File: src/sv/ffba_pkg.sv
// Shared types and constants for the first-fit block allocator.
// Used by ffba_ctrl, ffba_dp and first_fit_block_allocator_core; no dependencies.
package ffba_pkg;

    localparam int ARENA_BYTES    = 1048576;
    localparam int HEADER_BYTES   = 32;
    localparam int ALIGN_BYTES    = 16;
    localparam int MAX_BLOCKS_DEF = 64;

    localparam int CMD_W  = 2;
    localparam int OFF_W  = 20;
    localparam int REQ_W  = 21;
    localparam int WANT_W = REQ_W + 1;
    localparam int SUM_W  = WANT_W + 1;
    localparam int STAT_W = 2;

    localparam logic [CMD_W-1:0] CMD_ALLOC   = 2'd0;
    localparam logic [CMD_W-1:0] CMD_FREE    = 2'd1;
    localparam logic [CMD_W-1:0] CMD_REALLOC = 2'd2;

    localparam logic [STAT_W-1:0] ST_OK      = 2'd0;
    localparam logic [STAT_W-1:0] ST_OOM     = 2'd1;
    localparam logic [STAT_W-1:0] ST_BAD_PTR = 2'd2;

    typedef struct packed {
        logic [OFF_W-1:0] start;
        logic [OFF_W-1:0] size;
        logic             free;
    } entry_t;

    typedef enum logic [4:0] {
        OP_NONE,
        OP_INIT,
        OP_LATCH,
        OP_SCAN_ALLOC,
        OP_SCAN_FIND,
        OP_DECIDE,
        OP_UP_RD,
        OP_UP_WR,
        OP_WR_SPLIT,
        OP_WR_TAKE,
        OP_FWD_RD,
        OP_FWD_MERGE,
        OP_DN_RD,
        OP_DN_WR,
        OP_DEC,
        OP_BWD_RD,
        OP_BWD_MERGE,
        OP_FREE_WR,
        OP_RES_KEEP,
        OP_RES_OOM,
        OP_RES_BAD
    } dp_op_t;

    typedef struct packed {
        dp_op_t op;
    } dp_cmd_t;

    typedef struct packed {
        logic find_hit;
        logic alloc_hit;
        logic scan_end;
        logic is_alloc;
        logic is_find;
        logic is_rptr;
        logic req_zero;
        logic fits;
        logic split;
        logic up_more;
        logic dn_more;
        logic fwd_more;
        logic bwd_more;
        logic rd_free;
    } dp_stat_t;

    typedef enum logic [4:0] {
        S_INIT,
        S_IDLE,
        S_DECODE,
        S_ASCAN,
        S_FIND,
        S_FOUND,
        S_DECIDE,
        S_UP_TEST,
        S_UP_RD,
        S_UP_WR,
        S_WR_SPLIT,
        S_WR_TAKE,
        S_FWD_RD,
        S_FWD_CHK,
        S_DN_TEST,
        S_DN_RD,
        S_DN_WR,
        S_DN_DEC,
        S_BWD_RD,
        S_BWD_CHK,
        S_FREE_WR,
        S_KEEP,
        S_OOM,
        S_BAD,
        S_DONE
    } state_t;

endpackage

File: src/sv/first_fit_block_allocator_core.sv
// First-fit block allocator: one command per transfer, one result strobed on done.
// An alloc scans the block table, writes a split block if one is made and moves entries up to make
// room; a free scans, moves entries down and merges with free neighbours; a realloc that moves its
// block adds a second scan and a free. One command at a time: busy stays high until done.
// After reset the init state writes the single free block (busy high). The receiver cannot
// stall: results are valid only while done is high.
module first_fit_block_allocator_core #(
    parameter int MAX_BLOCKS = ffba_pkg::MAX_BLOCKS_DEF
) (
    input  logic                        clk,
    input  logic                        rst_n,
    input  logic                        start,
    output logic                        busy,
    output logic                        done,
    input  logic [ffba_pkg::CMD_W-1:0]  cmd,
    input  logic [ffba_pkg::REQ_W-1:0]  req_bytes,
    input  logic [ffba_pkg::OFF_W-1:0]  ptr_offset,
    input  logic                        ptr_valid,
    output logic [ffba_pkg::OFF_W-1:0]  res_offset,
    output logic                        res_valid,
    output logic [ffba_pkg::STAT_W-1:0] status
);
    import ffba_pkg::*;

    dp_cmd_t  ctl;
    dp_stat_t stat;

    ffba_ctrl u_ctrl (
        .clk   (clk),
        .rst_n (rst_n),
        .start (start),
        .stat  (stat),
        .ctl   (ctl),
        .busy  (busy),
        .done  (done)
    );

    ffba_dp #(
        .MAX_BLOCKS (MAX_BLOCKS)
    ) u_dp (
        .clk        (clk),
        .rst_n      (rst_n),
        .ctl        (ctl),
        .stat       (stat),
        .cmd        (cmd),
        .req_bytes  (req_bytes),
        .ptr_offset (ptr_offset),
        .ptr_valid  (ptr_valid),
        .res_offset (res_offset),
        .res_valid  (res_valid),
        .status     (status)
    );

    a_done_busy: assert property (@(posedge clk) disable iff (!rst_n) done |-> busy)
        else $error("done without busy");

    a_accept_busy: assert property (@(posedge clk) disable iff (!rst_n)
        (start && !busy) |=> (busy && !done))
        else $error("accepted transfer did not start work");

    a_valid_ok: assert property (@(posedge clk) disable iff (!rst_n)
        (done && res_valid) |-> (status == ST_OK))
        else $error("returned block with error status");

    a_null_zero: assert property (@(posedge clk) disable iff (!rst_n)
        (done && !res_valid) |-> (res_offset == '0))
        else $error("null result with nonzero offset");

endmodule

File: src/sv/ffba_ctrl.sv
// Command sequencer for the first-fit block allocator.
// Depends on ffba_pkg; drives ffba_dp through dp_cmd_t and reads dp_stat_t.
module ffba_ctrl (
    input  logic              clk,
    input  logic              rst_n,
    input  logic              start,
    input  ffba_pkg::dp_stat_t stat,
    output ffba_pkg::dp_cmd_t  ctl,
    output logic              busy,
    output logic              done
);
    import ffba_pkg::*;

    state_t state_reg, state_next;
    logic   back_reg, back_next;
    logic   again_reg, again_next;

    always_ff @(posedge clk or negedge rst_n)
    begin
        if (!rst_n)
        begin
            state_reg <= S_INIT;
            back_reg  <= 1'b0;
            again_reg <= 1'b0;
        end
        else
        begin
            state_reg <= state_next;
            back_reg  <= back_next;
            again_reg <= again_next;
        end
    end

    always_comb
    begin
        state_next = state_reg;
        back_next  = back_reg;
        again_next = again_reg;
        case (state_reg)
            S_INIT:     state_next = S_IDLE;
            S_IDLE:
            begin
                if (start)
                begin
                    again_next = 1'b0;
                    state_next = S_DECODE;
                end
            end
            S_DECODE:
            begin
                if (stat.is_alloc)
                    state_next = S_ASCAN;
                else if (stat.is_find)
                    state_next = S_FIND;
                else
                    state_next = S_DONE;
            end
            S_ASCAN:
            begin
                if (stat.alloc_hit)
                    state_next = S_DECIDE;
                else if (stat.scan_end)
                    state_next = S_OOM;
            end
            S_FIND:
            begin
                if (stat.find_hit)
                    state_next = S_FOUND;
                else if (stat.scan_end)
                    state_next = again_reg ? S_DONE : S_BAD;
            end
            S_FOUND:
            begin
                if (stat.is_rptr && !again_reg)
                begin
                    if (stat.req_zero)
                        state_next = S_FWD_RD;
                    else if (stat.fits)
                        state_next = S_KEEP;
                    else
                        state_next = S_ASCAN;
                end
                else
                    state_next = S_FWD_RD;
            end
            S_DECIDE:   state_next = S_UP_TEST;
            S_UP_TEST:
            begin
                if (!stat.split)
                    state_next = S_WR_TAKE;
                else if (stat.up_more)
                    state_next = S_UP_RD;
                else
                    state_next = S_WR_SPLIT;
            end
            S_UP_RD:    state_next = S_UP_WR;
            S_UP_WR:    state_next = S_UP_TEST;
            S_WR_SPLIT: state_next = S_WR_TAKE;
            S_WR_TAKE:
            begin
                if (stat.is_rptr)
                begin
                    again_next = 1'b1;
                    state_next = S_FIND;
                end
                else
                    state_next = S_DONE;
            end
            S_FWD_RD:   state_next = stat.fwd_more ? S_FWD_CHK : S_BWD_RD;
            S_FWD_CHK:
            begin
                if (stat.rd_free)
                begin
                    back_next  = 1'b0;
                    state_next = S_DN_TEST;
                end
                else
                    state_next = S_BWD_RD;
            end
            S_DN_TEST:  state_next = stat.dn_more ? S_DN_RD : S_DN_DEC;
            S_DN_RD:    state_next = S_DN_WR;
            S_DN_WR:    state_next = S_DN_TEST;
            S_DN_DEC:   state_next = back_reg ? S_BWD_RD : S_FWD_RD;
            S_BWD_RD:   state_next = stat.bwd_more ? S_BWD_CHK : S_FREE_WR;
            S_BWD_CHK:
            begin
                if (stat.rd_free)
                begin
                    back_next  = 1'b1;
                    state_next = S_DN_TEST;
                end
                else
                    state_next = S_FREE_WR;
            end
            S_FREE_WR:  state_next = S_DONE;
            S_KEEP:     state_next = S_DONE;
            S_OOM:      state_next = S_DONE;
            S_BAD:      state_next = S_DONE;
            S_DONE:     state_next = S_IDLE;
            default:    state_next = S_IDLE;
        endcase
    end

    always_comb
    begin
        ctl.op = OP_NONE;
        case (state_reg)
            S_INIT:     ctl.op = OP_INIT;
            S_IDLE:     ctl.op = start ? OP_LATCH : OP_NONE;
            S_ASCAN:    ctl.op = OP_SCAN_ALLOC;
            S_FIND:     ctl.op = OP_SCAN_FIND;
            S_DECIDE:   ctl.op = OP_DECIDE;
            S_UP_RD:    ctl.op = OP_UP_RD;
            S_UP_WR:    ctl.op = OP_UP_WR;
            S_WR_SPLIT: ctl.op = OP_WR_SPLIT;
            S_WR_TAKE:  ctl.op = OP_WR_TAKE;
            S_FWD_RD:   ctl.op = OP_FWD_RD;
            S_FWD_CHK:  ctl.op = stat.rd_free ? OP_FWD_MERGE : OP_NONE;
            S_DN_RD:    ctl.op = OP_DN_RD;
            S_DN_WR:    ctl.op = OP_DN_WR;
            S_DN_DEC:   ctl.op = OP_DEC;
            S_BWD_RD:   ctl.op = OP_BWD_RD;
            S_BWD_CHK:  ctl.op = stat.rd_free ? OP_BWD_MERGE : OP_NONE;
            S_FREE_WR:  ctl.op = OP_FREE_WR;
            S_KEEP:     ctl.op = OP_RES_KEEP;
            S_OOM:      ctl.op = OP_RES_OOM;
            S_BAD:      ctl.op = OP_RES_BAD;
            default:    ctl.op = OP_NONE;
        endcase
    end

    assign busy = (state_reg != S_IDLE);
    assign done = (state_reg == S_DONE);

endmodule

File: src/sv/ffba_dp.sv
// Datapath of the first-fit block allocator: block table memory, scan and shift counters,
// working block and result registers. Depends on ffba_pkg; steered by ffba_ctrl.
module ffba_dp #(
    parameter int MAX_BLOCKS = ffba_pkg::MAX_BLOCKS_DEF
) (
    input  logic                        clk,
    input  logic                        rst_n,
    input  ffba_pkg::dp_cmd_t           ctl,
    output ffba_pkg::dp_stat_t          stat,
    input  logic [ffba_pkg::CMD_W-1:0]  cmd,
    input  logic [ffba_pkg::REQ_W-1:0]  req_bytes,
    input  logic [ffba_pkg::OFF_W-1:0]  ptr_offset,
    input  logic                        ptr_valid,
    output logic [ffba_pkg::OFF_W-1:0]  res_offset,
    output logic                        res_valid,
    output logic [ffba_pkg::STAT_W-1:0] status
);
    import ffba_pkg::*;

    localparam int IDX_W = $clog2(MAX_BLOCKS);
    localparam int CNT_W = $clog2(MAX_BLOCKS + 1);
    localparam int AW    = OFF_W + 1;

    entry_t blk_mem [MAX_BLOCKS];
    entry_t rd_data_reg;

    logic             mem_we;
    logic [IDX_W-1:0] mem_waddr;
    entry_t           mem_wdata;
    logic             mem_re;
    logic [IDX_W-1:0] mem_raddr;

    logic [CMD_W-1:0]  cmd_reg, cmd_next;
    logic [OFF_W-1:0]  ptr_reg, ptr_next;
    logic              pv_reg, pv_next;
    logic              rz_reg, rz_next;
    logic [WANT_W-1:0] want_reg, want_next;
    logic [CNT_W-1:0]  count_reg, count_next;
    logic [CNT_W-1:0]  ri_reg, ri_next;
    logic              pend_reg, pend_next;
    logic [IDX_W-1:0]  idx_reg, idx_next;
    logic [CNT_W-1:0]  j_reg, j_next;
    logic              split_reg, split_next;
    logic [OFF_W-1:0]  cur_start_reg, cur_start_next;
    logic [OFF_W-1:0]  cur_size_reg, cur_size_next;
    logic [OFF_W-1:0]  res_off_reg, res_off_next;
    logic              res_vld_reg, res_vld_next;
    logic [STAT_W-1:0] status_reg, status_next;

    logic [WANT_W-1:0] req_up;
    logic [WANT_W-1:0] want_in;
    logic              find_match;
    logic              alloc_match;
    logic              split_cond;
    logic [CNT_W-1:0]  idx_p1;
    logic [CNT_W-1:0]  ri_m1;
    logic [OFF_W-1:0]  hdr;

    assign hdr     = OFF_W'(HEADER_BYTES);
    assign req_up  = (WANT_W'(req_bytes) + WANT_W'(ALIGN_BYTES - 1))
                     & ~WANT_W'(ALIGN_BYTES - 1);
    assign want_in = (req_bytes == '0) ? WANT_W'(ALIGN_BYTES) : req_up;

    assign find_match  = ({1'b0, rd_data_reg.start} + AW'(HEADER_BYTES)) == {1'b0, ptr_reg};
    assign alloc_match = rd_data_reg.free && (WANT_W'(rd_data_reg.size) >= want_reg);
    assign split_cond  = (SUM_W'(cur_size_reg) >=
                          SUM_W'(want_reg) + SUM_W'(HEADER_BYTES + ALIGN_BYTES))
                         && (count_reg < CNT_W'(MAX_BLOCKS));
    assign idx_p1 = CNT_W'(idx_reg) + CNT_W'(1);
    assign ri_m1  = ri_reg - CNT_W'(1);

    always_comb
    begin
        stat.find_hit  = pend_reg && find_match;
        stat.alloc_hit = pend_reg && alloc_match;
        stat.scan_end  = pend_reg && (ri_reg == count_reg);
        stat.is_alloc  = (cmd_reg == CMD_ALLOC) || ((cmd_reg == CMD_REALLOC) && !pv_reg);
        stat.is_find   = ((cmd_reg == CMD_FREE) || (cmd_reg == CMD_REALLOC)) && pv_reg;
        stat.is_rptr   = (cmd_reg == CMD_REALLOC) && pv_reg;
        stat.req_zero  = rz_reg;
        stat.fits      = WANT_W'(cur_size_reg) >= want_reg;
        stat.split     = split_reg;
        stat.up_more   = j_reg > idx_p1;
        stat.dn_more   = (j_reg + CNT_W'(1)) < count_reg;
        stat.fwd_more  = idx_p1 < count_reg;
        stat.bwd_more  = idx_reg != '0;
        stat.rd_free   = rd_data_reg.free;
    end

    always_comb
    begin
        cmd_next       = cmd_reg;
        ptr_next       = ptr_reg;
        pv_next        = pv_reg;
        rz_next        = rz_reg;
        want_next      = want_reg;
        count_next     = count_reg;
        ri_next        = '0;
        pend_next      = 1'b0;
        idx_next       = idx_reg;
        j_next         = j_reg;
        split_next     = split_reg;
        cur_start_next = cur_start_reg;
        cur_size_next  = cur_size_reg;
        res_off_next   = res_off_reg;
        res_vld_next   = res_vld_reg;
        status_next    = status_reg;
        mem_we         = 1'b0;
        mem_waddr      = idx_reg;
        mem_wdata      = '{start: cur_start_reg, size: cur_size_reg, free: 1'b1};
        mem_re         = 1'b0;
        mem_raddr      = idx_reg;
        case (ctl.op)
            OP_INIT:
            begin
                mem_we     = 1'b1;
                mem_waddr  = '0;
                mem_wdata  = '{start: '0, size: OFF_W'(ARENA_BYTES - HEADER_BYTES), free: 1'b1};
                count_next = CNT_W'(1);
            end
            OP_LATCH:
            begin
                cmd_next     = cmd;
                ptr_next     = ptr_offset;
                pv_next      = ptr_valid;
                rz_next      = (req_bytes == '0);
                want_next    = want_in;
                res_off_next = '0;
                res_vld_next = 1'b0;
                status_next  = ST_OK;
            end
            OP_SCAN_ALLOC, OP_SCAN_FIND:
            begin
                ri_next   = ri_reg;
                pend_next = 1'b0;
                if (ri_reg < count_reg)
                begin
                    mem_re    = 1'b1;
                    mem_raddr = ri_reg[IDX_W-1:0];
                    ri_next   = ri_reg + CNT_W'(1);
                    pend_next = 1'b1;
                end
                if (pend_reg && ((ctl.op == OP_SCAN_FIND) ? find_match : alloc_match))
                begin
                    idx_next       = ri_m1[IDX_W-1:0];
                    cur_start_next = rd_data_reg.start;
                    cur_size_next  = rd_data_reg.size;
                end
            end
            OP_DECIDE:
            begin
                split_next = split_cond;
                j_next     = count_reg;
            end
            OP_UP_RD:
            begin
                mem_re    = 1'b1;
                mem_raddr = IDX_W'(j_reg - CNT_W'(1));
            end
            OP_UP_WR:
            begin
                mem_we    = 1'b1;
                mem_waddr = j_reg[IDX_W-1:0];
                mem_wdata = rd_data_reg;
                j_next    = j_reg - CNT_W'(1);
            end
            OP_WR_SPLIT:
            begin
                mem_we    = 1'b1;
                mem_waddr = idx_p1[IDX_W-1:0];
                mem_wdata = '{start: cur_start_reg + hdr + want_reg[OFF_W-1:0],
                              size:  cur_size_reg - want_reg[OFF_W-1:0] - hdr,
                              free:  1'b1};
            end
            OP_WR_TAKE:
            begin
                mem_we    = 1'b1;
                mem_wdata = '{start: cur_start_reg,
                              size:  split_reg ? want_reg[OFF_W-1:0] : cur_size_reg,
                              free:  1'b0};
                if (split_reg)
                    count_next = count_reg + CNT_W'(1);
                res_off_next = cur_start_reg + hdr;
                res_vld_next = 1'b1;
            end
            OP_FWD_RD:
            begin
                mem_re    = 1'b1;
                mem_raddr = idx_p1[IDX_W-1:0];
            end
            OP_FWD_MERGE:
            begin
                cur_size_next = cur_size_reg + hdr + rd_data_reg.size;
                j_next        = idx_p1;
            end
            OP_DN_RD:
            begin
                mem_re    = 1'b1;
                mem_raddr = IDX_W'(j_reg + CNT_W'(1));
            end
            OP_DN_WR:
            begin
                mem_we    = 1'b1;
                mem_waddr = j_reg[IDX_W-1:0];
                mem_wdata = rd_data_reg;
                j_next    = j_reg + CNT_W'(1);
            end
            OP_DEC:
            begin
                count_next = count_reg - CNT_W'(1);
            end
            OP_BWD_RD:
            begin
                mem_re    = 1'b1;
                mem_raddr = idx_reg - IDX_W'(1);
            end
            OP_BWD_MERGE:
            begin
                cur_start_next = rd_data_reg.start;
                cur_size_next  = rd_data_reg.size + hdr + cur_size_reg;
                j_next         = CNT_W'(idx_reg);
                idx_next       = idx_reg - IDX_W'(1);
            end
            OP_FREE_WR:
            begin
                mem_we = 1'b1;
            end
            OP_RES_KEEP:
            begin
                res_off_next = ptr_reg;
                res_vld_next = 1'b1;
            end
            OP_RES_OOM:  status_next = ST_OOM;
            OP_RES_BAD:  status_next = ST_BAD_PTR;
            default:
            begin
            end
        endcase
    end

    always_ff @(posedge clk)
    begin
        if (mem_we)
            blk_mem[mem_waddr] <= mem_wdata;
        if (mem_re)
            rd_data_reg <= blk_mem[mem_raddr];
    end

    always_ff @(posedge clk or negedge rst_n)
    begin
        if (!rst_n)
        begin
            count_reg <= CNT_W'(1);
            ri_reg    <= '0;
            pend_reg  <= 1'b0;
        end
        else
        begin
            count_reg <= count_next;
            ri_reg    <= ri_next;
            pend_reg  <= pend_next;
        end
    end

    always_ff @(posedge clk)
    begin
        cmd_reg       <= cmd_next;
        ptr_reg       <= ptr_next;
        pv_reg        <= pv_next;
        rz_reg        <= rz_next;
        want_reg      <= want_next;
        idx_reg       <= idx_next;
        j_reg         <= j_next;
        split_reg     <= split_next;
        cur_start_reg <= cur_start_next;
        cur_size_reg  <= cur_size_next;
        res_off_reg   <= res_off_next;
        res_vld_reg   <= res_vld_next;
        status_reg    <= status_next;
    end

    assign res_offset = res_off_reg;
    assign res_valid  = res_vld_reg;
    assign status     = status_reg;

endmodule

File: config.mk
export PLATFORM = sky130hd
export DESIGN_NAME = first_fit_block_allocator_core
export DESIGN_NICKNAME = d
export VERILOG_FILES = /design/src/sv/ffba_pkg.sv /design/src/sv/first_fit_block_allocator_core.sv /design/src/sv/ffba_ctrl.sv /design/src/sv/ffba_dp.sv
export SDC_FILE = /design/constraint.sdc
export NUM_CORES = 2
export LEC_CHECK = 0
export ABC_CLOCK_PERIOD_IN_PS = 10800
export BUFFER_PORTS_ARGS = -buffer_cell sky130_fd_sc_hd__buf_2
export CAP_MARGIN = 30
export CORE_ASPECT_RATIO = 1.1
export CORE_MARGIN = 2
export CORE_UTILIZATION = 40
export CTS_BUF_LIST = sky130_fd_sc_hd__clkbuf_4 sky130_fd_sc_hd__clkbuf_8 sky130_fd_sc_hd__clkbuf_16
export DETAILED_ROUTE_END_ITERATION = 10
export SETUP_SLACK_MARGIN = 0.5
export SLEW_MARGIN = 20
export SYNTH_ARGS = -nofsm -noshare
export SYNTH_HDL_FRONTEND = slang
export SYNTH_SLANG_ARGS = --single-unit
File: constraint.sdc
create_clock -name clk -period 10.8 [get_ports clk]
set_input_delay 0.54 -clock clk [delete_from_list [all_inputs] [get_ports clk]]
set_output_delay 0.54 -clock clk [all_outputs]
set_load 0.02 [all_outputs]
==> key figures <==
Outcome
  • Status: completed

Global routing
  • GRT overflow: 0
  • Initial antenna violation count: 18
  • GRT Total Usage: 24.78%
  • Vias in the first global route: 75500
  • First-pass GRT wire length: 543800 um
  • Largest net degree at the start of global routing: 155

Clock network
  • Clock Latency Late Sink: 0.88 ns
  • Root buffer cell: clkbuf_16
  • CTS resizes: 0
  • Htree depth: 5
  • CTS tree: built
  • Max Buffers Root-to-Sink: 4
  • Clock Sinks: 2806
  • Num CTS Buffers: 290
  • Hold buffers post-CTS: 36
  • Postcts setup bufs: 0
  • CTS clk-pin slew, worst paths: 0.06 ns

Timing
  • Fin Clk Skew: 0.05208 ns
  • Max-slew violations: 0
  • RSZ-0062 raised after global routing: false
  • Worst Max-Slew Pin Slew: 1.127 ns
  • Final min period: 6.624 ns
  • Worst slew margin: 24.84%
  • Tcrit/Tclk final: 61.34%
  • Setup_tns: 0 ns
  • Smallest hold slack: 0.04566 ns
  • Final hold violations: 0
  • Final number of setup-violating endpoints: 0
  • Peak Freq: 151.0 MHz

Synthesis
  • Most common cell in the netlist: edfxtp_1
  • Mapped Avg Cell Area: 13.11 sq um
  • Post-synth top cells: 2784 x edfxtp_1, 2278 x nand2_1, 589 x nand3_1, 335 x and3_1, 253 x buf_2
  • Cell variety after synth: 87
  • Yosys top cell by area: edfxtp_1
  • Number of flops mapped to enable cells by yosys: 2784
  • Syn Nets: 9257
  • Sequential fraction of the synthesis area: 71.07%
  • Synth Register Bits: 2806
  • Ys async rst share: 0.7840%
  • Top FF cell, synth: edfxtp_1
  • Top post-synthesis cells by area: edfxtp_1 71%, nand2_1 7.2%, nand3_1 2.5%, ha_1 1.9%, and3_1 1.8%
  • Yosys warns: 0
  • Post-Syn Area: 118400 sq um
  • Mapped Cells: 9030
  • Area share of the largest cell type after synthesis: 70.60%

Routing
  • Post-route DRC: 0
  • Vias/cell: 5.987
  • Initial DRC Count: 9777
  • Drt total wl: 381700 um
  • Post-detailed-route wirelength per cell: 28.85 um
  • Via count: 79210
  • Post-DRT Antenna Nets: 0
  • Pre-antenna DRT Iters: 7

Final layout
  • Area taken by multi-input logic gates: 32460 sq um
  • Layout Cells excl Fill: 13230
  • Final Cell Area: 134100 sq um
  • Number of flip-flops in the largest register: 2624
  • Layout cells sized above 1: 10.56%
  • # fillers: 25900
  • Register area: 84150 sq um
  • Nets: 9341
  • Area grow syn2layout: 13.27%

Setup path
  • R2r setup slk: 4.18 ns
  • Startpoint type of the worst setup path: register
  • Crit-path max FO: 49
  • CP required: 11.35 ns
  • CP Class: reg -> reg
  • WP data arrival: 7.17 ns
  • Setup crit end kind: register

Place
  • Routability cong.: 0.8881
  • Dpl cells: 12680
  • Post-DP HPWL: 213000 um
  • Port bufs: 71
  • Placed Area: 124500 sq um

Job
  • Max-cap violations: 0

Power and ir drop
  • Peak supply drop: 0.3112 mV
  • Pleak: 46.16 nW
  • Pwr Total: 0.03940 W
  • Cell Pwr Density: 293.8 nW/um^2

Die
  • Row cnt: 209
  • Die W: 522.8 um
  • Ports: 72
  • Die ar.: 300400 sq um
  • Core Box Area: 294700 sq um
  • Die Y: 574.6 um
  • Starting density of the core: 40.18%

Worst hold path
  • Worst hold path type: in -> reg
[power breakdown]
part	switching, W	total (W)	internal, W
Sequential	0.000592	0.0152	0.0146
Combinational	0.0107	0.0144	0.00372
Clock	0.00415	0.00981	0.00566
[worst paths after layout]
| check | from | end | depth (start not counted) |
|---|---|---|---|
| max | u_ctrl.state_reg[1] | u_dp.rd_data_reg[9] | 11 |
| max in group asynchronous | rst_n | u_dp.count_reg[2] | 2 |
| min | req_bytes[8] | u_dp.want_reg[8] | 2 |
| min in group asynchronous | rst_n | u_ctrl.state_reg[1] | 2 |
| min reg2reg | u_ctrl.back_reg | u_ctrl.back_reg | 2 |
| max reg2reg | u_ctrl.state_reg[1] | u_dp.rd_data_reg[9] | 11 |
[layout by cell type, fill, tap and decap left out, types with 17 or more instances in the layout]
master and count:
a211oi_1 124, a21o_1 25, a21oi_1 152, a221oi_1 47, a22o_1 20, a22oi_1 41
a311oi_1 207, a31oi_1 243, a32o_1 42, a32oi_1 57, and3_1 333, buf_12 27
buf_2 72, buf_4 214, bufinv_16 18, clkbuf_16 300, clkbuf_4 61, clkinv_1 57
clkinv_2 44, dfrtp_1 21, dlygate4sd3_1 36, edfxtp_1 2784, ha_1 177, inv_1 117
mux2i_1 189, nand2_1 2272, nand2b_1 17, nand3_1 587, nand4_1 21, nor2_1 127
nor2_4 72, nor2b_1 19, nor3_1 98, nor4_1 22, o211a_1 17, o21a_1 36
o21ai_0 90, o22ai_1 43, xnor2_1 81, xor2_1 57
[cell families (layout without fill, tap and decap cells)]
family / count (synthesis) / after routing / synth area share, %
buffers and inverters: 686 / 981 / 2.524
muxes: 196 / 196 / 1.664
other: 0 / 3 / 0
DFF: 2806 / 2806 / 71.07
xor gates and xnor gates: 138 / 138 / 1.021
and+or+nand+nor: 3683 / 3683 / 13.56
adders and majority gates: 180 / 180 / 1.921
AOI/OAI and AO/OA: 1341 / 1341 / 8.238
[area by class of cell]
| cell class | count | share of cell area, % |
|---|---|---|
| inverter | 122 | 0.3414 |
| clock buffer | 360 | 5.933 |
| sequential | 2806 | 62.74 |
| antenna | 3 | 0.005597 |
| multi-input combinational | 5538 | 24.20 |
| clock inverter | 143 | 0.8881 |
| timing repair buffer | 356 | 2.245 |
| tap | 3903 | 3.641 |
[critical path, stage by stage, from the launching register on]
cell	delay, ns
dfrtp_1	0.92
nor2b_1	0.62
nand3_1	0.44
o2111ai_1	0.69
a311o_2	0.61
buf_4	0.68
nand2_2	0.64
a211oi_1	0.40
nor4_1	0.10
o32a_1	0.26
o31ai_1	0.66
a22oi_1	0.20
[metrics by stage]
step	util, %	setup WS (ns)
final	45.51	4.176
after global routing	45.51	4.096
after CTS	45.47	4.337
after detailed placement	42.24	4.401
after global placement	42.12	4.004
after floorplan	-	4.828
[layer usage]
metal | vias to the layer above | track usage, % | share of wire (%)
li1 | 34140 | - | -
met1 | 40290 | 32.46 | 39
met2 | 4111 | 39.64 | 47
met3 | 663 | 4.143 | 9.1
met4 | 6 | 12.88 | 5.6
met5 | - | 0 | 0.011
(Power assumes the default switching activity.)
